**src/rtl/yrc_pkg.sv**
```systemverilog
`default_nettype none
package yrc_pkg;

  // Default row length of the even-row store
  localparam int MAX_ROW_SAMPLES_DEF = 2048;

  // Depth of the queue between front and back
  localparam int QUEUE_DEPTH = 4;

  // Q10 fixed point
  localparam int Q_BITS = 10;
  localparam int Q_HALF = 512;
  localparam int GAIN_Y_UP   = 1192;
  localparam int GAIN_Y_DOWN = 879;
  localparam int GAIN_C_UP   = 1161;
  localparam int GAIN_C_DOWN = 903;

  // Width of the pre-shift sum and of the shifted result
  localparam int SUM_W = 21;
  localparam int RES_W = SUM_W - Q_BITS;

  // Configuration register indexes
  localparam logic [1:0] REG_DIRECTION = 2'd0;
  localparam logic [1:0] REG_COMPONENT = 2'd1;
  localparam logic [1:0] REG_VMODE     = 2'd2;

  // Vertical modes
  localparam logic [1:0] MODE_ONE = 2'd0;
  localparam logic [1:0] MODE_DUP = 2'd1;
  localparam logic [1:0] MODE_AVG = 2'd2;

  // Direction and component codes
  localparam logic DIR_TO_FULL    = 1'b0;
  localparam logic DIR_TO_LIMITED = 1'b1;
  localparam logic COMP_LUMA      = 1'b0;
  localparam logic COMP_CHROMA    = 1'b1;

  // How the front classified an accepted word
  typedef enum logic [1:0] {
    KIND_PASS,
    KIND_DUP,
    KIND_AVG
  } kind_t;

  // Queue entry handed from front to back
  typedef struct packed {
    logic [7:0] value;
    logic       dup;
  } entry_t;

  // Gain for the current plane and direction
  function automatic logic [10:0] gain_sel(input logic component, input logic direction);
    logic [10:0] g;
    if (component == COMP_LUMA) begin
      g = (direction == DIR_TO_FULL) ? 11'(GAIN_Y_UP) : 11'(GAIN_Y_DOWN);
    end else begin
      g = (direction == DIR_TO_FULL) ? 11'(GAIN_C_UP) : 11'(GAIN_C_DOWN);
    end
    return g;
  endfunction

  // Additive term: rounding half plus offset
  function automatic logic signed [SUM_W-1:0] offset_sel(input logic component,
                                                        input logic direction);
    logic signed [SUM_W-1:0] o;
    if (component == COMP_LUMA) begin
      if (direction == DIR_TO_FULL) begin
        o = SUM_W'(Q_HALF - 16 * GAIN_Y_UP);
      end else begin
        o = SUM_W'(Q_HALF + (16 << Q_BITS));
      end
    end else begin
      o = SUM_W'(Q_HALF + (128 << Q_BITS));
    end
    return o;
  endfunction

  // Lower clamp bound
  function automatic logic signed [RES_W-1:0] clamp_lo(input logic direction);
    return (direction == DIR_TO_FULL) ? RES_W'(0) : RES_W'(16);
  endfunction

  // Upper clamp bound
  function automatic logic signed [RES_W-1:0] clamp_hi(input logic component,
                                                      input logic direction);
    logic signed [RES_W-1:0] h;
    if (direction == DIR_TO_FULL) begin
      h = RES_W'(255);
    end else if (component == COMP_LUMA) begin
      h = RES_W'(235);
    end else begin
      h = RES_W'(240);
    end
    return h;
  endfunction

endpackage
`default_nettype wire

```
**src/rtl/yrc_back.sv**
```systemverilog
`default_nettype none
module yrc_back (
  input  wire logic             clk,
  input  wire logic             rst,
  input  wire logic             direction,
  input  wire logic             component,
  input  wire logic             empty,
  input  wire yrc_pkg::entry_t  pop_entry,
  output logic                  pop,
  output logic                  m_tvalid,
  input  wire logic             m_tready,
  output logic [7:0]            pixel_out,
  output logic                  row_copy,
  output logic                  last_of_run
);

  localparam int SumW = yrc_pkg::SUM_W;
  localparam int ResW = yrc_pkg::RES_W;

  logic signed [8:0]       xs;
  logic signed [SumW-1:0]  prod;
  logic                    p_valid;
  logic signed [SumW-1:0]  p_sum;
  logic                    p_dup;
  logic                    p_phase;
  logic                    out_load;
  logic                    p_done;
  logic signed [ResW-1:0]  shifted;
  logic signed [ResW-1:0]  lo;
  logic signed [ResW-1:0]  hi;
  logic signed [ResW-1:0]  clamped;

  // Handshake between product stage and output register
  assign out_load = p_valid && (!m_tvalid || m_tready);
  assign p_done   = out_load && (!p_dup || p_phase);
  assign pop      = !empty && (!p_valid || p_done);

  // Center chroma, then scale by the Q10 gain
  always_comb begin
    xs = $signed({1'b0, pop_entry.value});
    if (component == yrc_pkg::COMP_CHROMA) begin
      xs = xs - 9'sd128;
    end
  end

  assign prod = xs * $signed({1'b0, yrc_pkg::gain_sel(component, direction)});

  // Product stage
  always_ff @(posedge clk) begin
    if (rst) begin
      p_valid <= 1'b0;
      p_phase <= 1'b0;
    end else begin
      if (pop) begin
        p_valid <= 1'b1;
        p_phase <= 1'b0;
      end else if (p_done) begin
        p_valid <= 1'b0;
        p_phase <= 1'b0;
      end else if (out_load) begin
        p_phase <= 1'b1;
      end
    end
  end

  always_ff @(posedge clk) begin
    if (pop) begin
      p_sum <= prod + yrc_pkg::offset_sel(component, direction);
      p_dup <= pop_entry.dup;
    end
  end

  // Floor shift and clamp
  assign shifted = p_sum[SumW-1:yrc_pkg::Q_BITS];
  assign lo      = yrc_pkg::clamp_lo(direction);
  assign hi      = yrc_pkg::clamp_hi(component, direction);

  always_comb begin
    if (shifted < lo) begin
      clamped = lo;
    end else if (shifted > hi) begin
      clamped = hi;
    end else begin
      clamped = shifted;
    end
  end

  // Output register
  always_ff @(posedge clk) begin
    if (rst) begin
      m_tvalid <= 1'b0;
    end else if (out_load) begin
      m_tvalid <= 1'b1;
    end else if (m_tready) begin
      m_tvalid <= 1'b0;
    end
  end

  always_ff @(posedge clk) begin
    if (out_load) begin
      pixel_out   <= clamped[7:0];
      row_copy    <= p_dup && p_phase;
      last_of_run <= !p_dup || p_phase;
    end
  end

`ifndef ASSERT_OFF
  a_second_copy_follows: assert property (@(posedge clk) disable iff (rst)
      (m_tvalid && m_tready && !last_of_run) |=> (m_tvalid && row_copy && last_of_run))
    else $error("second row copy did not follow the first");
  a_limited_floor: assert property (@(posedge clk) disable iff (rst)
      (m_tvalid && direction == yrc_pkg::DIR_TO_LIMITED) |-> (pixel_out >= 8'd16))
    else $error("limited range result below floor");
`endif

endmodule
`default_nettype wire

```
**config.mk**
```make
export PLATFORM = sky130hd
export DESIGN_NAME = yrc_back
export DESIGN_NICKNAME = d
export VERILOG_FILES = /design/src/rtl/yrc_pkg.sv /design/src/rtl/yrc_back.sv
export SDC_FILE = /design/constraint.sdc
export NUM_CORES = 1
export LEC_CHECK = 0
export BUFFER_PORTS_ARGS = -buffer_cell sky130_fd_sc_hd__buf_2
export CAP_MARGIN = 20
export CORE_MARGIN = 1
export CORE_UTILIZATION = 63
export DETAILED_ROUTE_END_ITERATION = 8
export PLACE_DENSITY = 0.82
export SKIP_CTS_REPAIR_TIMING = 1
export SLEW_MARGIN = 40
export SYNTH_ARGS = -nofsm -noshare
export SYNTH_HDL_FRONTEND = slang
export SYNTH_SLANG_ARGS = --single-unit
export TNS_END_PERCENT = 20
```
**constraint.sdc**
```tcl
create_clock -name clk -period 8.4 [get_ports clk]
set_clock_uncertainty 0.1 [all_clocks]
set_input_delay 2.52 -clock clk [delete_from_list [all_inputs] [get_ports clk]]
set_output_delay 2.52 -clock clk [all_outputs]
set_load 0.02 [all_outputs]
```
; ---- Word-level counts from Yosys, hierarchy flattened
; Index checks and enable logic that the tools add are counted.
[word_totals]
ff_bits = 35
inputBits = 15
out_inout_bits = 12
word_cells = 43
[op_classes]
n_addsub = 2
multipliers = 1
magnitude_cmp = 2
n_mux = 16
n_reduce_logical = 14
[ops]
columns = operator, n
row1 = 2-to-1 mux 21 bit, 3
row2 = 2-to-1 mux 11 bit, 3
row3 = adder 21 bit, 1
row4 = multiplier 9 x 12 -> 21 bit, 1
row5 = 2-to-1 mux 8 bit, 2
row6 = 2-to-1 mux 5 bit, 3
row7 = > comparator 11 x 9 -> 1 bit, 1
row8 = < comparator 11 x 6 -> 1 bit, 1
row9 = 2-to-1 mux 9 bit, 1
row10 = "subtractor 8 x 8 -> 9 bit, second input constant", 1
row11 = logical AND 1 bit, 4
row12 = logical NOT 1 bit, 4
row13 = 2-to-1 mux 1 bit, 4
row14 = nonzero test 2 bit, 2
row15 = logical OR 1 bit, 3
row16 = OR reduction 3 bit, 1

; ---- Longest topological paths before layout
; Gate-level depths: netlist of the first run.
[depth]
depth_word = 8
ltp_mapped = 22
ltp_nobuf = 21

; ---- Least setup slack after synthesis of the first run
; No wires, ideal clock.
[synth_timing]
kind = input to register
from = in component
to = reg p_sum[20] (data pin)
setup_time_ns = 0.267
t_arrival_ns = 7.136
required_time_ns = 8.033
setup_slack_ns = 0.897
cell_stages = 20
path_buffers = 1
cell_sequence = inv_1 -> nand2_1 -> inv_1 -> nand2_1 -> fa_1 -> inv_1 -> fa_1 -> fa_1 -> fa_1 -> inv_1 -> fa_1 -> inv_1 -> ha_1 -> clkbuf_2 -> a21oi_2 -> o21bai_1 -> a221oi_1 -> o21ai_1 -> a31oi_1 -> xnor2_1
[synth_between]
elab_chain_cells = 3
word_cells_on_any_way = 6
[synth_lines]
columns = item, line
row1 = start: declaration, yrc_back.sv:6  ; input wire logic component,
row2 = 2-to-1 mux 9 bit (tied with other cells), yrc_back.sv:41  ; if (component == yrc_pkg::COMP_CHROMA) begin
row3 = multiplier 9 x 12 -> 21 bit / 2-to-1 mux 21 bit (equally long branches), "yrc_back.sv:46, yrc_back.sv:67"
row4 = adder 21 bit *, yrc_back.sv:68  ; p_sum <= prod + yrc_pkg::offset_sel(component, direction);
row5 = end signal: assignment, yrc_back.sv:68
row6 = end: declaration, yrc_back.sv:23  ; logic signed [SumW-1:0] p_sum;
; Every way passes the cells marked *; elsewhere a longest branch is shown, timed or not. The select of a mux whose other input is x is not followed.
; A chain may end at the register's enable or synchronous reset.

; ---- Worst setup path in the final report of the first run
[layout_timing]
from = in component
to = reg p_sum[18] (data pin)
; Same word-level chain as after synthesis.

==> reports/metrics.yaml, run 1 <==
logic_synthesis:
  synth_edf_count: 22
  ys.flop_type: "edfxtp_1"
  synth_cell_type_count: 45
  postSynthRegisterBits: 25
  synth_async_sr_flop_share_pct: 0
  yosysSeqAreaShare_pct: 17.6
  syn_inst: 420
  synth_area_sq_um: 4090
  yosys_warnings: 0
  syn_avg_cell_area_sq_um: 9.74
timing:
  fin_crit_sh_pct: 92.5
  rsz0062_at_grt: "false"
  period_needed_ns: 7.77
  hold_violations: 0
  whs_ns: 0.364
  relSlewSlack_pct: 59.9
  report.final.slew_viol_count: 0
  finalSetupTns_ns: 0
  setup_slack_ns: 0.630
  finalSetupViolCount: 0
  fmaxAchievable_mhz: 129
  tightest_slew_ns: 0.597
floorplanning:
  die_y_microns: 82.6
  die_x_microns: 82.6
  initial_utilization_pct: 67.1
  io_pins: 27
  row_count: 28
  die_area_sq_um: 6820
  coreArea_sq_um: 6100
final_layout:
  stdcell_area_sq_um: 4370
  layout.cells.most_common: "inv_1"
  diodes: 0
  synthToLayoutAreaGrowth_pct: 6.94
  nets: 586
  multi_input_area_sq_um: 2960
  drive_gt1_share_pct: 9.53
  mostFrequentLayoutCells: "inv_1, fa_1, ha_1"
  fillers: 467
  instances_no_fill: 526
  register_area_sq_um: 721
  post-route-util_pct: 71.8
global_route:
  grt_max_degree: 23
  grt_pass1_wl_microns: 13800
  antenna_found_initial: 0
  grt_pass1_vias: 3040
  overflow: 0
  grt_usage_pct: 27.4
clock_network:
  cts.sinks: 25
  clkTransAtPathRegs_ns: 0.08
  insertion_delay_ns: 0.26
  cts_tree: "yes"
  cts_buffer_depth: 2
  ctsHtreeMaxLevel: 1
  cts_buffers: 3
  cts_root_buf: "clkbuf_8"
route:
  routed_wl_microns: 8350
  drc: 0
  drt_pass1_iterations: 5
  drtIter0Drc: 202
  viasPerCell: 5.72
  wl_per_cell_microns: 15.9
  detail-route-antenna-nets: 0
  vias: 3010
worst_setup_path:
  slowest_delay_ns: 0.53
  cp_slowest_cell: "fa_1"
  critical_path.cell_chain: "buf_2 -> buf_4 -> ha_1 -> and2_1 -> fa_1 -> inv_1 -> fa_1 -> inv_1 -> fa_1 -> fa_1 -> inv_1 -> fa_1 -> inv_1 -> ha_1 -> a21o_1 -> a221oi_1 -> o21ai_1 -> o41a_1 -> o21ai_0"
  start_kind: "primary input"
  cp.required_ns: 8.41
  critPathMostFrequentCell: "fa_1"
  crit_family: "adder cells"
  cp.buffers_inverters: 6
  worstSetupPathType: "in2reg"
  worstPathMaxFanout: 15
  arrival_ns: 7.78
  cp-end-kind: "flop"
placed_design:
  portBuffers: 26
  place_area_sq_um: 4330
  place_congestion: 1.00
  place_inst: 522
  place_ws_ns: 0.372
  hpwlAfterDp_microns: 7240
power_and_ir_drop:
  power.leakage_nw: 2.37
  power_density_nw_per_um2: 305
  finalPower_mw: 1.33
  irDropWorstVdd_uv: 249
flow_run:
  cap_violations: 0
hold_path:
  worstHoldPathType: "reg2reg"
run_status:
  outcome: "finished, final reports clean"
synth_stat cells, drive strengths merged, types with 7 or more instances:
library cell / n / area (sq um)
xnor2: 7 / 61.3
a21o: 9 / 67.6
ha: 57 / 713
fa: 62 / 1240
o21ai: 10 / 50.1
nor2b: 14 / 87.6
nor2: 21 / 78.8
a21oi: 18 / 93.8
edfxtp: 22 / 661
and2: 8 / 50.1
inv: 103 / 387
nand2: 31 / 124
worst reg2reg max path: stages, from the launching register on:
cell and delay (ns):
edfxtp_1 0.41, ha_1 0.33, nand4_1 0.11, mux2_2 0.16, a21oi_1 0.07, nor3_1 0.51
a21oi_1 0.21, o21a_1 0.15
registers in the layout, summed over array words and instances, names as in the netlist:
name         cells
p_sum           11
pixel_out        8
last_of_run      1
m_tvalid         1
p_dup            1
p_phase          1
p_valid          1
row_copy         1
cell families after synthesis:
logic type / synth area share [%]
other: 0.0917
DFF: 17.6
and+or+nand+nor: 11.6
muxes: 0.520
buffers and inverters: 10.1
AOI/OAI and AO/OA: 9.48
xor gates and xnor gates: 2.78
adders and majority gates: 47.8
power breakdown:
part | internal [mW] | total, mW | switching, mW | leakage (nW)
Clock | 0.0332 | 0.0707 | 0.0375 | 0.0255
Sequential | 0.220 | 0.240 | 0.0194 | 0.235
Combinational | 0.435 | 1.02 | 0.587 | 2.11
cell type report:
cell class	instances	share of cell area, %
clock buffers	3	0.944
clock inverters	1	0.114
inverters	103	8.84
multi-input cells	288	67.6
flip-flops and latches	25	16.5
well taps	75	2.15
repair buffers	31	3.83
per-layer routing:
layer / GRT usage [%] / vias up / wire (microns)
li1: - / 1392 / -
met1: 35.1 / 1474 / 3370
met2: 47.2 / 122 / 4220
met3: 4.62 / 22 / 520
met4: 9.14 / 0 / 240
met5: 0 / - / 0
final timing paths:
kind | start | to | slack [ns] | depth (start not counted)
min | p_valid$_SDFFE_PP0P_ | m_tvalid$_SDFFE_PP0P_ | 0.36 | 2
max | component | p_sum[18]$_DFFE_PP_ | 0.63 | 19
max reg2reg | p_sum[13]$_DFFE_PP_ | pixel_out[1]$_SDFFCE_PP0P_ | 6.11 | 7
min reg2reg | p_valid$_SDFFE_PP0P_ | m_tvalid$_SDFFE_PP0P_ | 0.36 | 2
Power figures use the tool's default switching activity.
==> inputs of run 2 (changes only) <==
--- a/config.mk
+++ b/config.mk
@@ -5,6 +5,7 @@
 export SDC_FILE = /design/constraint.sdc
 export NUM_CORES = 1
 export LEC_CHECK = 0
+export ABC_AREA = 1
 export BUFFER_PORTS_ARGS = -buffer_cell sky130_fd_sc_hd__buf_2
 export CAP_MARGIN = 20
 export CORE_MARGIN = 1
==> reports/metrics.yaml, run 2 <==
floorplanning:
  row_count: 30  # +7.1%
  die_area_sq_um: 7300  # +7.1%
  coreArea_sq_um: 6760  # +11%
  initial_utilization_pct: 64.9  # -2.2 points
  die_x_microns: 85.4  # +3.5%
  die_y_microns: 85.4  # +3.5%
  io_pins: 27  # unchanged
global_route:
  antenna_found_initial: 0  # unchanged
  grt_max_degree: 20  # -13%
  grt_pass1_wl_microns: 15900  # +15%
  overflow: 0  # unchanged
  grt_pass1_vias: 3582  # +18%
  grt_usage_pct: 27.8  # +0.38 points
logic_synthesis:
  synthTopCellsByCount: "inv_1, nand2_1, fa_1"
  synth_async_sr_flop_share_pct: 0  # unchanged
  yosysSeqAreaShare_pct: 16.4  # -1.2 points
  synth.top_cell.area_share_pct: 28.3  # -2.1 points
  synth_area_leaders: "fa_1, ha_1, edfxtp_1, inv_1, nand2_1"
  synth_area_sq_um: 4390  # +7.2%
  postSynthRegisterBits: 25  # unchanged
  synth_most_common_cell: "inv_1"
  syn_avg_cell_area_sq_um: 8.14  # -16%
  yosys.area.top_type: "fa_1"
  synth_cell_type_count: 37  # -18%
  syn_inst: 539  # +28%
  synth_edf_count: 22  # unchanged
  yosys_warnings: 0  # unchanged
  ys.flop_type: "edfxtp_1"
timing:
  finalSetupTns_ns: 0  # unchanged
  period_needed_ns: 7.51  # -0.260 ns
  report.final.slew_viol_count: 0  # unchanged
  relSlewSlack_pct: 58.6  # -1.3 points
  fin_crit_sh_pct: 89.4  # -3.1 points
  tightest_slew_ns: 0.618  # +0.0212 ns
  finalSetupViolCount: 0  # unchanged
  rsz0062_at_grt: "false"
  hold_violations: 0  # unchanged
  fmaxAchievable_mhz: 133  # +3.5%
route:
  vias: 3500  # +16%
  detail-route-antenna-nets: 0  # unchanged
  wl_per_cell_microns: 13.9  # -13%
  drt_pass1_iterations: 7  # +2
  drtIter0Drc: 262  # +30%
  routed_wl_microns: 9020  # +8.0%
  viasPerCell: 5.38  # -6.0%
  drc: 0  # unchanged
final_layout:
  fillers: 559  # +20%
  instances_no_fill: 651  # +24%
  synthToLayoutAreaGrowth_pct: 6.50
  diodes: 0  # unchanged
  drive_gt1_share_pct: 9.11  # -0.43 points
  layout.cells.most_common: "inv_1"
  regMostFlops: "p_sum"
  top_regs: "p_sum x11, pixel_out x8"
  mostFrequentLayoutCells: "inv_1, nand2_1, fa_1"
  largest_reg_flops: 11  # unchanged
  nets: 706  # +20%
clock_network:
  cts_root_buf: "clkbuf_8"
  insertion_delay_ns: 0.27  # about the same
  cts_tree: "yes"
  cts_buffers: 3  # unchanged
  ctsHtreeMaxLevel: 1  # unchanged
  cts.sinks: 25  # unchanged
  cts_buffer_depth: 2  # unchanged
  clkTransAtPathRegs_ns: 0.08  # about the same
worst_setup_path:
  start_kind: "primary input"
  cp.required_ns: 8.34  # -0.07 ns
  critical_path.cell_chain: "buf_2 -> nor2_1 -> buf_4 -> nor2_1 -> fa_1 -> inv_1 -> fa_1 -> inv_1 -> fa_1 -> fa_1 -> inv_1 -> fa_1 -> inv_1 -> ha_1 -> nand2_1 -> inv_1 -> a21boi_1 -> nor2_1 -> nor2_2 -> nand2_1 -> nand2_1 -> nand2_1"
  cp-end-kind: "flop"
  worstPathMaxFanout: 11  # -4
  reg2regPathDepth: 10  # +3
  worstReg2RegStart: "p_sum[14]$_DFFE_PP_"
  slowest_delay_ns: 0.53  # about the same
  crit_start: "component"
  cp_slowest_cell: "fa_1"
  arrival_ns: 7.44  # -0.34 ns
  worstSetupPathType: "in2reg"
hold_path:
  worstHoldPathType: "reg2reg"
  hp-start: "p_valid$_SDFFE_PP0P_"
  min_path_cells: 2  # unchanged
placed_design:
  hpwlAfterDp_microns: 7920  # +9.5%
  place_congestion: 0.973  # -2.7%
  portBuffers: 26  # unchanged
  place_inst: 647  # +24%
power_and_ir_drop:
  finalPower_mw: 1.48  # +11%
  power_density_nw_per_um2: 316  # +3.7%
  irDropWorstVdd_uv: 268  # +7.8%
  power.leakage_nw: 2.68  # +13%
flow_run:
  cap_violations: 0  # unchanged
run_status:
  outcome: "finished, final reports clean"
run 2: cell types whose count changed after synthesis, sizes merged, moves of 4 or more:
cell / before / now
nand2: 31 / 113
nor2: 21 / 64
inv: 103 / 139
nor2b: 14 / 0
nand3: 5 / 14
a21oi: 18 / 26
and2: 8 / 0
xnor2: 7 / 1
a21o: 9 / 4
o21ai: 10 / 5
and3: 5 / 1
run 2: metal layers:
metal | routed length (microns) | vias to the layer above | global-route usage, %
met2 | 4370 | 145 | 47.9
met4 | 237 | 0 | 8.03
met5 | 0 | - | 0
met1 | 3900 | 1637 | 37.5
met3 | 511 | 20 | 2.63
li1 | - | 1698 | -
run 2: critical path, delay by kind of cell:
family                     cells  cell delay [ns]
AOI/OAI and AO/OA              1             0.22
buffers and inverters          7             0.70
adders and majority gates      6             2.92
and+or+nand+nor                8             1.09
run 2: final cells by class:
cell class                      instances  area (sq um)  area share (%)
Sequential cell                        25           721            15.4
Clock buffer                            4          45.0           0.964
Tap cell                               80           100            2.14
Inverter                              141           529            11.3
Timing Repair Buffer                   31           168            3.59
Multi-Input combinational cell        370          3110            66.6
run 2: report_power, final:
part	internal (mW)	switching, mW
clock network	0.0339	0.0364
logic	0.431	0.742
registers	0.214	0.0192
total	0.679	0.798
run 2: path summary, 6_finish.rpt:
check                          endpoint  slack [ns]
max reg2reg  pixel_out[3]$_SDFFCE_PP0P_        6.48
min               m_tvalid$_SDFFE_PP0P_        0.38
min reg2reg       m_tvalid$_SDFFE_PP0P_        0.38
max                 p_sum[20]$_DFFE_PP_        0.89
run 2: per-stage QoR:
step           cell area (sq um)  setup WS (ns)  util [%]  hold WS (ns)
5_1_grt                     4670          0.551      69.1         0.410
2_1_floorplan               4390           1.17         -         0.345
4_1_cts                     4670          0.915      69.1         0.389
3_5_place_dp                4630          0.634      68.5         0.377
3_3_place_gp                4630          0.637      68.5         0.358
6_report                    4670          0.891      69.1         0.384
run 2: logic make-up (layout without fill, tap and decap cells):
logic type	count (synthesis)	count (layout)	synth area share [%]
adders and majority gates	119	119	44.6
AOI/OAI and AO/OA	42	42	5.79
and+or+nand+nor	202	202	19.4
xor gates and xnor gates	5	5	0.998
DFF	25	25	16.4
other	1	2	0.0855
buffers and inverters	145	176	12.8
