==> config.mk <==
export PLATFORM = sky130hd
export DESIGN_NAME = yrc_fifo
export DESIGN_NICKNAME = d
export VERILOG_FILES = /design/src/rtl/yrc_pkg.sv /design/src/rtl/yrc_fifo.sv
export SDC_FILE = /design/constraint.sdc
export NUM_CORES = 1
export LEC_CHECK = 0
export ABC_CLOCK_PERIOD_IN_PS = 2000
export BUFFER_PORTS_ARGS = -buffer_cell sky130_fd_sc_hd__buf_2
export CAP_MARGIN = 25
export CORE_UTILIZATION = 55
export CTS_CLUSTER_DIAMETER = 50
export DETAILED_ROUTE_END_ITERATION = 8
export PLACE_DENSITY = 0.73
export SLEW_MARGIN = 20
export SYNTH_ARGS = -nofsm -noshare
export SYNTH_HDL_FRONTEND = slang
export SYNTH_SLANG_ARGS = --single-unit
==> constraint.sdc <==
create_clock -name clk -period 2 [get_ports clk]
set_clock_uncertainty 0.05 [all_clocks]
set_input_delay 0.1 -clock clk [delete_from_list [all_inputs] [get_ports clk]]
set_output_delay 0.1 -clock clk [all_outputs]
set_load 0.02 [all_outputs]
==> src/rtl/yrc_pkg.sv <==
`default_nettype none
package yrc_pkg;

  // Default row length of the even-row store
  localparam int MAX_ROW_SAMPLES_DEF = 2048;

  // Depth of the queue between front and back
  localparam int QUEUE_DEPTH = 4;

  // Q10 fixed point
  localparam int Q_BITS = 10;
  localparam int Q_HALF = 512;
  localparam int GAIN_Y_UP   = 1192;
  localparam int GAIN_Y_DOWN = 879;
  localparam int GAIN_C_UP   = 1161;
  localparam int GAIN_C_DOWN = 903;

  // Width of the pre-shift sum and of the shifted result
  localparam int SUM_W = 21;
  localparam int RES_W = SUM_W - Q_BITS;

  // Configuration register indexes
  localparam logic [1:0] REG_DIRECTION = 2'd0;
  localparam logic [1:0] REG_COMPONENT = 2'd1;
  localparam logic [1:0] REG_VMODE     = 2'd2;

  // Vertical modes
  localparam logic [1:0] MODE_ONE = 2'd0;
  localparam logic [1:0] MODE_DUP = 2'd1;
  localparam logic [1:0] MODE_AVG = 2'd2;

  // Direction and component codes
  localparam logic DIR_TO_FULL    = 1'b0;
  localparam logic DIR_TO_LIMITED = 1'b1;
  localparam logic COMP_LUMA      = 1'b0;
  localparam logic COMP_CHROMA    = 1'b1;

  // How the front classified an accepted word
  typedef enum logic [1:0] {
    KIND_PASS,
    KIND_DUP,
    KIND_AVG
  } kind_t;

  // Queue entry handed from front to back
  typedef struct packed {
    logic [7:0] value;
    logic       dup;
  } entry_t;

  // Gain for the current plane and direction
  function automatic logic [10:0] gain_sel(input logic component, input logic direction);
    logic [10:0] g;
    if (component == COMP_LUMA) begin
      g = (direction == DIR_TO_FULL) ? 11'(GAIN_Y_UP) : 11'(GAIN_Y_DOWN);
    end else begin
      g = (direction == DIR_TO_FULL) ? 11'(GAIN_C_UP) : 11'(GAIN_C_DOWN);
    end
    return g;
  endfunction

  // Additive term: rounding half plus offset
  function automatic logic signed [SUM_W-1:0] offset_sel(input logic component,
                                                        input logic direction);
    logic signed [SUM_W-1:0] o;
    if (component == COMP_LUMA) begin
      if (direction == DIR_TO_FULL) begin
        o = SUM_W'(Q_HALF - 16 * GAIN_Y_UP);
      end else begin
        o = SUM_W'(Q_HALF + (16 << Q_BITS));
      end
    end else begin
      o = SUM_W'(Q_HALF + (128 << Q_BITS));
    end
    return o;
  endfunction

  // Lower clamp bound
  function automatic logic signed [RES_W-1:0] clamp_lo(input logic direction);
    return (direction == DIR_TO_FULL) ? RES_W'(0) : RES_W'(16);
  endfunction

  // Upper clamp bound
  function automatic logic signed [RES_W-1:0] clamp_hi(input logic component,
                                                      input logic direction);
    logic signed [RES_W-1:0] h;
    if (direction == DIR_TO_FULL) begin
      h = RES_W'(255);
    end else if (component == COMP_LUMA) begin
      h = RES_W'(235);
    end else begin
      h = RES_W'(240);
    end
    return h;
  endfunction

endpackage
`default_nettype wire

==> src/rtl/yrc_fifo.sv <==
`default_nettype none
module yrc_fifo #(
  parameter int DEPTH = yrc_pkg::QUEUE_DEPTH
) (
  input  wire logic             clk,
  input  wire logic             rst,
  input  wire logic             push,
  input  wire yrc_pkg::entry_t  push_entry,
  output logic                  full,
  input  wire logic             pop,
  output yrc_pkg::entry_t       pop_entry,
  output logic                  empty
);

  localparam int PtrW = (DEPTH > 1) ? $clog2(DEPTH) : 1;
  localparam int CntW = $clog2(DEPTH + 1);

  yrc_pkg::entry_t  slots [DEPTH];
  logic [PtrW-1:0]  wr_ptr;
  logic [PtrW-1:0]  rd_ptr;
  logic [CntW-1:0]  count;

  assign full      = (count == CntW'(DEPTH));
  assign empty     = (count == '0);
  assign pop_entry = slots[rd_ptr];

  // Store the incoming word
  always_ff @(posedge clk) begin
    if (push) begin
      slots[wr_ptr] <= push_entry;
    end
  end

  // Advance pointers and fill count
  always_ff @(posedge clk) begin
    if (rst) begin
      wr_ptr <= '0;
      rd_ptr <= '0;
      count  <= '0;
    end else begin
      if (push) begin
        wr_ptr <= (wr_ptr == PtrW'(DEPTH - 1)) ? '0 : wr_ptr + 1'b1;
      end
      if (pop) begin
        rd_ptr <= (rd_ptr == PtrW'(DEPTH - 1)) ? '0 : rd_ptr + 1'b1;
      end
      if (push && !pop) begin
        count <= count + 1'b1;
      end else if (pop && !push) begin
        count <= count - 1'b1;
      end
    end
  end

`ifndef ASSERT_OFF
  a_no_overflow: assert property (@(posedge clk) disable iff (rst) push |-> !full)
    else $error("queue written while full");
  a_no_underflow: assert property (@(posedge clk) disable iff (rst) pop |-> !empty)
    else $error("queue read while empty");
`endif

endmodule
`default_nettype wire

* Yosys cells after proc, flatten, opt, wreduce, memory -nomap -nowiden
Memories as Yosys holds them, arrays and structs flattened. A register that Yosys moved wholly into a read port is not among the register bits.
Cells that the tools add are included.
** Word-level totals
- Flip-flop bits (word level) :: 7
- RAM bits :: 36
- Output and inout port bits :: 11
- Logic and storage cells :: 25
- Memories kept :: 1
** Memory list
- slots :: words 4, bits a word 9, read ports 1, clocked after Yosys merged registers in 1, wr ports 1, line yrc_fifo.sv:18 : yrc_pkg::entry_t slots [DEPTH];
** Operators by class
- Add/subtract/negate cells :: 4
- Equal/unequal tests :: 3
- Mux-type cells :: 8
- Reductions and logical operators :: 6
** Operators by type and width (count)
- $mux 2 :: 4
- $mux 3 :: 2
- $add 2x1->2 const B :: 2
- $eq 2x2->1 const B :: 2
- $add 3x1->3 const B :: 1
- $eq 3x3->1 const B :: 1
- $logic_not 3->1 :: 1
- $sub 3x1->3 const B :: 1
- $logic_and 1x1->1 :: 2
- $logic_not 1->1 :: 2
- $mux 1 :: 2
- $reduce_bool 2->1 :: 1

* Logic depth before layout (Yosys ltp)
Gate-level depths: netlist of the first run.
- Depth in word-level cells :: 4
- Mapped depth :: 7
- Mapped depth without buffers :: 7

* Worst setup path before layout of the first run
No wires, ideal clock.
- Path type :: reg-to-reg
- Start point :: register count[0]
- End point :: register count[2]
- Arrival :: 1322 ps
- Required time :: 1880 ps
- Setup slack :: 559 ps
- Cell stages (with the launch flop) :: 5
- Period minus slack after synthesis :: 1441 ps
- Path through :: dfxtp_1 > fa_1 > xor2_1 > or3_1 > a21oi_1
** On the way
- Longest elaborated chain between the ends :: 3
- Elaborated cells on any way between the ends :: 4
** RTL lines
- start, declared :: line yrc_fifo.sv:21 : logic [CntW-1:0] count;
- start signal, assigned :: line yrc_fifo.sv:48 : count <= count + 1'b1;
- start signal, assigned :: line yrc_fifo.sv:50 : count <= count - 1'b1;
- $sub 3x1->3 :: line yrc_fifo.sv:50
- $mux 3 :: line yrc_fifo.sv:49 : end else if (pop && !push) begin
- $mux 3 (*) :: line yrc_fifo.sv:47 : if (push && !pop) begin
Every way passes the cells marked *; elsewhere a longest branch is shown, timed or not. The select of a mux whose other input is x is not followed.
A chain may end at the register's enable or synchronous reset.

==> metrics.yaml, run 1 <==
grt_max_degree: 14
max_cap_viol_count: 0
timing.fmax_ghz: 0.5766
ant_nets: 0
cts.path.max_buffers: 2
first_pass_iters: 4
clkLatencyLatePin_ps: 340
swShare_pct: 24.54
antenna_cells: 0
synth_top_family_by_area: "multiplexers"
cts_tree: "yes"
path_depth: 3
setup_viol: 0
viasPerCell: 5.183
yosys.cell_types.count: 17
path_class: "flop to output port"
seqPwrFrac_pct: 62.8
synth_area_um2: 1740
yosys_register_bits: 45
path_cells: "buf_4 > mux4_2 > buf_2"
synth_mux_area_share_pct: 13.95
grt_pass1_wl_um: 4271
p_clk_share_pct: 22.9
min_path_cells: 3
dr.first_iter.drc_count: 17
min_path_type: "primary input to flop"
p_leak_nw: 0.7574
hold_buffers: 10
dp_hpwl_um: 1709
place_ws_ps: 355.7
tns_ps: 0
setup_ws_ps: 265.6
drive_gt1_share_pct: 29.01
comb_power_share_pct: 14.3
power_w: 0.001744
min_period_ps: 1734
mostFrequentLayoutCell: "edfxtp_1"
grt-ovfl-total: 0
cp-end-kind: "output port"
cts.clk_slew.worst_paths_ps: 110
rsz0062_at_grt: "false"
slowest_delay_ps: 530
initial_core_util_pct: 57.48
root_buffer: "clkbuf_4"
status: "finished, final reports clean"
drc: 0
cts.sinks: 45
max_slew_margin_pct: 67.21
routed_wl_um: 2601
grt_antenna_before_repair: 0
die_y_um: 58.25
gp_congestion: 0.6528
syn_area_per_cell_um2: 19.13
io_buffers: 23
power.internal_w: 0.001316
crit_family: "multiplexers"
drv_slew: 0
htree_levels: 2
period_share_pct: 86.72
reg2reg_depth: 4
ys_seq_area_share_pct: 72.47
crit_slowest_cell: "mux4_2"
syn_inst: 91
max-vdd-ir-drop_mv: 0.5341
placed_cells: 157
wl_per_cell_um: 14.86
cp.required_ps: 1850
worst_setup_path_start_kind: "flop"
hold_viol: 0
ys_warn_count: 0
syn_nets: 111
cp.arrival_ps: 1580
cts_inserted_buffers: 5
synth_compound_area_share_pct: 0.8627
vias: 907
instances_no_fill: 175
p_sw_w: 0.0004279
grt_pass1_vias: 913
synth_fa_ha_area_share_pct: 5.464
cts_setup_buffers: 0
syn_to_final_growth_pct: 17.83
worst_slew_pin_slew_ps: 491.9
rows: 20
coreArea_um2: 3028
path_buf_inv: 2
power_density_nw_per_um2: 850.5
hold_slack_ps: 46.04
dieWidth_um: 58.25
critPathMaxFanout: 9
yosys.area_share.simple_pct: 4.457
n_fill_cell: 207
nets: 150
track_usage_pct: 18.20
cts_resized: 0
synth_xor_area_share_pct: 1.006
die-area_um2: 3393
ios: 24
final_cell_mix: "edfxtp_1, buf_2, dlygate4sd3_1"
==> cell families after synthesis <==
logic type	Yosys count
fa+ha+maj	7
buf+inv	6
compound gates	3
xor+xnor	2
mux	13
flops	45
simple gates	15
==> registers in the layout, indices dropped and copies added (netlist names), named ones only <==
register,count
count,3
rd_ptr,2
slots,36
wr_ptr,2
==> cells in the mapped netlist, drive strengths merged <==
cell | number | area (um^2)
a21oi | 2 | 10.01
and2 | 4 | 25.02
buf | 1 | 11.26
clkbuf | 1 | 5.000
dfxtp | 9 | 180.2
edfxtp | 36 | 1081
fa | 1 | 20.02
ha | 6 | 75.07
inv | 4 | 15.01
mux2i | 4 | 40.04
mux4 | 9 | 202.7
nor2 | 7 | 26.28
nor3 | 1 | 5.000
nor3b | 2 | 15.01
o21ai | 1 | 5.000
or3 | 1 | 6.260
xor2 | 2 | 17.52
==> tightest hold or removal path: stages <==
cell     delay [ps]
buf_2           150
mux2i_1          90
nor2_1           70
==> final timing paths <==
kind              startpoint      endpoint  slack [ps]
setup / recovery        flop  pop_entry[3]         270
setup reg to reg    count[0]      count[2]         480
hold reg to reg     count[2]      count[2]         470
hold / removal          push     wr_ptr[1]          50
==> through the flow <==
step	cell area [um^2]	utilization, %
5_1_grt	2051	67.73
2_1_floorplan	1740	-
4_1_cts	2051	67.73
3_3_place_gp	1902	62.81
6_report	2051	67.73
3_5_place_dp	1902	62.81
==> layer usage <==
metal / up-vias / track usage, % / wire [um]
li1: 426 / - / -
met1: 456 / 22.01 / 1096
met2: 20 / 29.39 / 1371
met3: 5 / 4.688 / 75
met4: 0 / 11.22 / 58
met5: - / 0 / 0
==> final cells by class <==
class                   instances  area, um^2  area share, %
clock inverters                 1       3.754         0.1830
clock buffers                   7       45.04          2.196
multi-input cells              40       447.9          21.84
repair buffers                 34       222.7          10.86
flip-flops and latches         45        1261          61.50
inverters                       4       15.01         0.7322
well taps                      44       55.05          2.685
==> power groups by stage <==
| stage | Combinational, W | Sequential (W) | Clock [W] |
|---|---|---|---|
| 2_1_floorplan | 0.000168 | 0.00111 | 0 |
| 3_3_place_gp | 0.000230 | 0.00111 | 0 |
| 3_5_place_dp | 0.000236 | 0.00112 | 0 |
| 4_1_cts | 0.000253 | 0.00110 | 0.000412 |
| 5_1_grt | 0.000274 | 0.00110 | 0.000443 |
| 6_report | 0.000249 | 0.00110 | 0.000400 |
Note: power is estimated with default switching activity, not from simulation.
==> inputs of run 2 (changes only) <==
--- a/config.mk
+++ b/config.mk
@@ -5,10 +5,11 @@
 export SDC_FILE = /design/constraint.sdc
 export NUM_CORES = 1
 export LEC_CHECK = 0
+export ABC_AREA = 1
 export ABC_CLOCK_PERIOD_IN_PS = 2000
 export BUFFER_PORTS_ARGS = -buffer_cell sky130_fd_sc_hd__buf_2
 export CAP_MARGIN = 25
-export CORE_UTILIZATION = 55
+export CORE_UTILIZATION = 56
 export CTS_CLUSTER_DIAMETER = 50
 export DETAILED_ROUTE_END_ITERATION = 8
 export PLACE_DENSITY = 0.73
==> run 2 against run 1 <==
Register-to-register slack improved by 130 ps. Die area rose by 6.8%. Clock power rose by 8.2%. Largest power group unchanged. Largest cell class unchanged. Synthesized cell count rose by 59%. Synthesized area rose by 9.0%. Non-clock buffer count did not move. Critical path depth rose by 2. Worst hold slack got worse by 4.4 ps. First-iteration DRC count rose to 2.5 times the previous value. Total power rose by 4.5%.
==> metrics.yaml, run 2 <==
status: "finished, final reports clean"  # unchanged
netlist_top_cells_count: "edfxtp_1, o21ai_0, nor2_1"  # was edfxtp_1, dfxtp_1, mux4_2
synth.most_common_cell: "edfxtp_1"  # unchanged
top_regs: "slots (36), count (3)"  # unchanged
worst_slew_pin_slew_ps: 447.3  # was 491.9 ps
wl_per_cell_um: 14.45  # was 14.86 um
clkLatencyLatePin_ps: 330  # was 340 ps
ant_nets: 0  # unchanged
cts.path.max_buffers: 2  # unchanged
syn_to_final_growth_pct: 15.50  # was 17.83%
vias: 1177  # was 907
rsz0062_at_grt: "false"  # unchanged
drive_gt1_share_pct: 28.26  # was 29.01%
critPathMaxFanout: 19  # was 9
syn_inst: 145  # was 91
gp_congestion: 0.6895  # was 0.6528
die-area_um2: 3624  # was 3393 um^2
cts_setup_buffers: 0  # unchanged
yosys-top-cells-area: "edfxtp_1, dfxtp_1, o22ai_2, o21ai_0, ha_1"  # was edfxtp_1, mux4_2, dfxtp_1, ha_1, mux2i_1
htree_levels: 2  # unchanged
viasPerCell: 5.162  # was 5.183
yosys_most_used_dff: "edfxtp_1"  # unchanged
hold_path.startpoint: "pop"  # was push
dieWidth_um: 60.20  # was 58.25 um
syn_area_per_cell_um2: 13.08  # was 19.13 um^2
p_leak_nw: 0.8683  # was 0.7574 nW
fin_util_pct: 70.04  # was 67.73%
die_y_um: 60.20  # was 58.25 um
cp-end-kind: "output port"  # unchanged
cts.clk_slew.worst_paths_ps: 110  # about the same
largest_reg_flops: 36  # unchanged
grt_pass1_vias: 1201  # was 913
grt_pass1_wl_um: 5057  # was 4271 um
cp.required_ps: 1850  # about the same
setup_viol: 0  # unchanged
worst_setup_path_start_kind: "flop"  # unchanged
power_density_nw_per_um2: 831.9  # was 850.5 nW/um^2
synth_edf_count: 36  # unchanged
dr.first_iter.drc_count: 43  # was 17
cts.sinks: 45  # unchanged
path_class: "flop to output port"  # unchanged
async_flop_share_pct: 0  # unchanged
cts_tree: "yes"  # unchanged
yosys.cell_types.count: 20  # was 17
cts_resized: 0  # unchanged
rows: 20  # unchanged
timing.fmax_ghz: 0.6009  # was 0.5766 GHz
period_share_pct: 83.21  # was 86.72%
first_pass_iters: 4  # unchanged
antenna_cells: 0  # unchanged
cts_inserted_buffers: 5  # unchanged
initial_core_util_pct: 60.64  # was 57.48%
track_usage_pct: 20.30  # was 18.20%
crit_slowest_cell: "dfxtp_1"  # was mux4_2
routed_wl_um: 3294  # was 2601 um
r2r_setup_slack_ps: 610  # was 480 ps
ys_seq_area_share_pct: 66.49  # was 72.47%
io_buffers: 23  # unchanged
path_cells: "buf_4 > inv_8 > o21ai_0 > o22ai_2 > buf_2"  # was buf_4 > mux4_2 > buf_2
yosys_register_bits: 45  # unchanged
drv_slew: 0  # unchanged
synth_top_area_share_pct: 56.99  # was 62.11%
synth_top_area_cell: "edfxtp_1"  # unchanged
r2r_end: "slots[0][4]"  # was count[2]
regMostFlops: "slots"  # unchanged
n_fill_cell: 223  # was 207
root_buffer: "clkbuf_4"  # unchanged
mostFrequentLayoutCell: "edfxtp_1"  # unchanged
cp.arrival_ps: 1510  # was 1580 ps
coreArea_um2: 3128  # was 3028 um^2
max-vdd-ir-drop_mv: 0.5445  # was 0.5341 mV
tns_ps: 0  # unchanged
drc: 0  # unchanged
nets: 203  # was 150
min_path_type: "primary input to flop"  # unchanged
max_cap_viol_count: 0  # unchanged
grt-ovfl-total: 0  # unchanged
reg2reg_depth: 4  # unchanged
slowest_delay_ps: 320  # was 530 ps
ys_warn_count: 0  # unchanged
max_slew_margin_pct: 70.15  # was 67.21%
hold_viol: 0  # unchanged
grt_max_degree: 20  # was 14
dp_hpwl_um: 2137  # was 1709 um
rr_startpoint: "wr_ptr[0]"  # was count[0]
critPathCapture: "pop_entry[0]"  # was pop_entry[3]
grt_antenna_before_repair: 0  # unchanged
synth_area_um2: 1897  # was 1740 um^2
ios: 24  # unchanged
min_period_ps: 1664  # was 1734 ps
syn_nets: 165  # was 111
hold_slack_ps: 41.62  # was 46.04 ps
final_cell_mix: "edfxtp_1, buf_2, o21ai_0"  # was edfxtp_1, buf_2, dlygate4sd3_1
run 2: changes by cell type after synthesis, sizes merged, moves of 3 or more:
cell and change:
and2 -4, nor2 +19, inv +12, o22ai +9, o21ai +20, nor3 +3
nand2 +8, mux4 -9, mux2i -4
run 2: layout make-up:
class	instances	area (um^2)	area share, %
tap	44	55.05	2.513
inverter	16	67.56	3.084
clock buffer	8	58.81	2.684
timing repair buffer	34	222.7	10.17
multi-input combinational	81	525.5	23.99
sequential	45	1261	57.57
run 2: what timing repair did:
action                                  CTS  global route
hold buffers                             10             0
hold endpoints to repair                 40             0
endpoints found under the setup margin    0             0
run 2: logic make-up (layout without fill, tap and decap cells):
logic type	Yosys count	after routing	synth area share (%)
adder cells (fa/ha/maj)	7	7	5.013
flip-flops	45	45	66.49
XOR/XNOR	1	1	0.4618
AO/OA/AOI/OAI	33	33	12.66
buffers and inverters	19	58	5.804
AND/OR/NAND/NOR	40	40	9.564
run 2: per-stage QoR:
stage                     setup slack, ps  instances  area, um^2  power (W)
final                               335.8        228        2191   0.001822
after floorplan                     799.4        145        1897   0.001311
after global routing                200.0        228        2191   0.001897
after global placement              648.3        210        2032   0.001379
after CTS                           328.1        228        2191   0.001832
after detailed placement            576.0        210        2032   0.001397
run 2: where the power goes:
part / switching [W] / internal [W]
Sequential: 0.0000292 / 0.00106
Combinational: 0.000187 / 0.000112
Clock: 0.000259 / 0.000174
Total: 0.000476 / 0.00135
run 2: critical path: cells and delay by family, from the launching register on:
| kind | cells | cell delay, ps |
|---|---|---|
| buffers and inverters | 3 | 530 |
| flip-flops | 1 | 320 |
| AO/OA/AOI/OAI | 2 | 310 |
run 2: worst min-delay path by stage:
stage / to / slack [ps] / cells past startpoint
after floorplan: count[0] / 120 / 1
after global placement: slots[2][1] / 260 / 1
after detailed placement: count[0] / 270 / 2
after CTS: wr_ptr[1] / 60 / 3
after global routing: rd_ptr[1] / 40 / 3
final: rd_ptr[1] / 40 / 3
run 2: metal layers:
layer / vias to the layer above / track usage, % / part of all wire, %
li1: 585 / - / -
met1: 559 / 23.80 / 44
met2: 24 / 33.91 / 51
met3: 9 / 5.195 / 3.2
met4: 0 / 10.96 / 2.0
met5: - / 0 / 0
==> inputs of run 3 (changes only) <==
--- a/config.mk
+++ b/config.mk
@@ -6,13 +6,13 @@
 export NUM_CORES = 1
 export LEC_CHECK = 0
 export ABC_AREA = 1
-export ABC_CLOCK_PERIOD_IN_PS = 2000
+export ABC_CLOCK_PERIOD_IN_PS = 1500
 export BUFFER_PORTS_ARGS = -buffer_cell sky130_fd_sc_hd__buf_2
 export CAP_MARGIN = 25
-export CORE_UTILIZATION = 56
+export CORE_UTILIZATION = 51
 export CTS_CLUSTER_DIAMETER = 50
 export DETAILED_ROUTE_END_ITERATION = 8
-export PLACE_DENSITY = 0.73
+export PLACE_DENSITY = 0.7
 export SLEW_MARGIN = 20
 export SYNTH_ARGS = -nofsm -noshare
 export SYNTH_HDL_FRONTEND = slang
==> constraint.sdc (replaced) <==
create_clock -name clk -period 1.5 [get_ports clk]
set_clock_uncertainty 0.05 [all_clocks]
set_input_delay 0.075 -clock clk [delete_from_list [all_inputs] [get_ports clk]]
set_output_delay 0.075 -clock clk [all_outputs]
set_load 0.02 [all_outputs]
==> run 3 against run 2 <==
Via count is 0.68% higher. Clock-buffer cell count decreased by 3. Sequential power increased by 34%. Cell count is 3.1% higher. Cell area rose by 7.6%. Combinational power up 49%. Clock power grew 76%. Total power up 46%. Sequential share of layout area decreased by 3.9 points. Global-route usage down 1.4 points. Core utilization fell by 1.6 points.
==> metrics.yaml, run 3 (same netlist as run 2, synthesis figures left out) <==
status: "finished, final reports clean"  # unchanged
mostFrequentLayoutCell: "edfxtp_1"  # unchanged
power_w: 0.002663  # was 0.001822 W
slowest_delay_ps: 340  # was 320 ps
grt_max_degree: 20  # unchanged
p_leak_nw: 0.9353  # was 0.8683 nW
worst_setup_path_start_kind: "flop"  # unchanged
clkLatencyLatePin_ps: 300  # was 330 ps
ant_nets: 0  # unchanged
cts_inserted_buffers: 5  # unchanged
comb_power_share_pct: 16.7  # was 16.4%
crit_family: "buffers and inverters"  # unchanged
io_buffers: 23  # unchanged
dieWidth_um: 62.99  # was 60.20 um
setup_ws_ps: 66.88  # was 335.8 ps
period_share_pct: 95.54
dp_hpwl_um: 2095  # was 2137 um
rows: 21  # was 20
path_cells: "buf_12 > inv_12 > nor2_2 > o22ai_2 > buf_2"  # was buf_4 > inv_8 > o21ai_0 > o22ai_2 > buf_2
root_buffer: "clkbuf_8"  # was clkbuf_4
seqPwrFrac_pct: 54.8  # was 59.8%
final_cell_mix: "edfxtp_1, buf_2, nor2_1"  # was edfxtp_1, buf_2, o21ai_0
hold_viol: 0  # unchanged
hold_slack_ps: 42.73  # was 41.62 ps
critPathMaxFanout: 18  # was 19
crit_slowest_cell: "dfxtp_2"  # was dfxtp_1
fin_util_pct: 68.48  # was 70.04%
max-vdd-ir-drop_mv: 0.8990  # was 0.5445 mV
cp-end-kind: "output port"  # unchanged
power.internal_w: 0.001937  # was 0.001347 W
ios: 24  # unchanged
viasPerCell: 5.043  # was 5.162
initial_core_util_pct: 55.11  # was 60.64%
drive_gt1_share_pct: 35.98  # was 28.26%
min_path_type: "primary input to flop"  # unchanged
min_period_ps: 1433
swShare_pct: 27.26  # was 26.09%
coreArea_um2: 3442  # was 3128 um^2
p_sw_w: 0.0007259  # was 0.0004756 W
first_pass_iters: 4  # unchanged
cts.sinks: 45  # unchanged
grt_antenna_before_repair: 0  # unchanged
max_cap_viol_count: 0  # unchanged
cts.path.max_buffers: 2  # unchanged
timing.fmax_ghz: 0.6978
drv_slew: 0  # unchanged
nets: 208  # was 203
gp_congestion: 0.7032  # was 0.6895
grt_pass1_wl_um: 5492  # was 5057 um
cts.clk_slew.worst_paths_ps: 90  # was 110 ps
die-area_um2: 3967  # was 3624 um^2
path_class: "flop to output port"  # unchanged
regMostFlops: "slots"  # unchanged
top_regs: "slots (36), count (3)"  # unchanged
cts_tree: "yes"  # unchanged
worst_slew_pin_slew_ps: 221.9  # was 447.3 ps
htree_levels: 2  # unchanged
syn_to_final_growth_pct: 24.27  # was 15.50%
max_slew_margin_pct: 85.05  # was 70.15%
die_y_um: 62.99  # was 60.20 um
rsz0062_at_grt: "true"  # was false
vias: 1185  # was 1177
track_usage_pct: 18.88  # was 20.30%
path_buf_inv: 3  # unchanged
regArea_um2: 1266  # was 1261 um^2
grt_pass1_vias: 1187  # was 1201
n_fill_cell: 253  # was 223
cp.arrival_ps: 1310  # was 1510 ps
multi_input_area_um2: 551.8  # was 525.5 um^2
cp.required_ps: 1370  # was 1850 ps
routed_wl_um: 3284  # was 3294 um
antenna_cells: 0  # unchanged
largest_reg_flops: 36  # unchanged
p_clk_share_pct: 28.5  # was 23.8%
power_density_nw_per_um2: 1130  # was 831.9 nW/um^2
drc: 0  # unchanged
wl_per_cell_um: 13.97  # was 14.45 um
place_ws_ps: 81.60  # was 576.0 ps
setup_viol: 0  # unchanged
grt-ovfl-total: 0  # unchanged
dr.first_iter.drc_count: 43  # unchanged
==> run 3: cell types whose count changed in the layout (fill, tap and decap cells not counted), moves of 2 or more <==
cell / before / now
clkbuf_4: 5 / 0
clkbuf_8: 1 / 5
o21ai_1: 0 / 3
clkbuf_1: 2 / 0
dfxtp_1: 9 / 7
buf_4: 1 / 3
o21ai_2: 2 / 9
buf_12: 0 / 4
o21ai_0: 19 / 9
==> run 3: power groups by stage <==
stage                     Sequential, W  Combinational (W)  Clock [W]
after global placement          0.00148           0.000389          0
final                           0.00146           0.000445   0.000760
after floorplan                 0.00147           0.000276          0
after detailed placement        0.00148           0.000406          0
after global routing            0.00147           0.000491   0.000829
after CTS                       0.00146           0.000430   0.000778
==> run 3: worst paths after layout <==
kind              cells after the start       from      endpoint  slack, ps
setup / recovery                      5       flop  pop_entry[6]         70
hold / removal                        3        pop     rd_ptr[1]         40
setup reg to reg                      7   count[0]      count[2]        190
hold reg to reg                       2  wr_ptr[1]     wr_ptr[1]        480
==> run 3: timing repair <==
item	CTS	global route
gates resized for setup	8	17
buffers inserted	0	1
cloned	0	0
endpoints found under the hold margin	40	0
setup endpoints to repair	9	8
hold buffers	10	0
==> run 3: layout make-up <==
class                      count  area share [%]
tap                           46           2.442
sequential                    45           53.72
multi-input combinational     81           23.41
clock inverter                 3           1.062
clock buffer                   5           2.919
inverter                      16           3.185
timing repair buffer          39           13.27
==> run 3: worst reg2reg max path: stages (launching register included) <==
cell and delay, ps:
dfxtp_1 360, fa_1 450, inv_1 70, nand2_1 60
nand3_1 80, nand2_1 50, inv_1 50, nor2_1 40
==> run 3: layer usage <==
metal	vias up	global-route usage [%]	wire, um
met5	-	0	0
met4	0	7.267	54
met3	8	6.387	161
met2	28	30.24	1633
met1	549	23.49	1435
li1	600	-	-
==> run 3: through the flow <==
step	instances	setup TNS, ps	area, um^2
2_1_floorplan	145	0	1897
3_3_place_gp	216	0	2115
3_5_place_dp	216	0	2115
4_1_cts	234	0	2310
5_1_grt	235	-0.08782	2357
6_report	235	0	2357
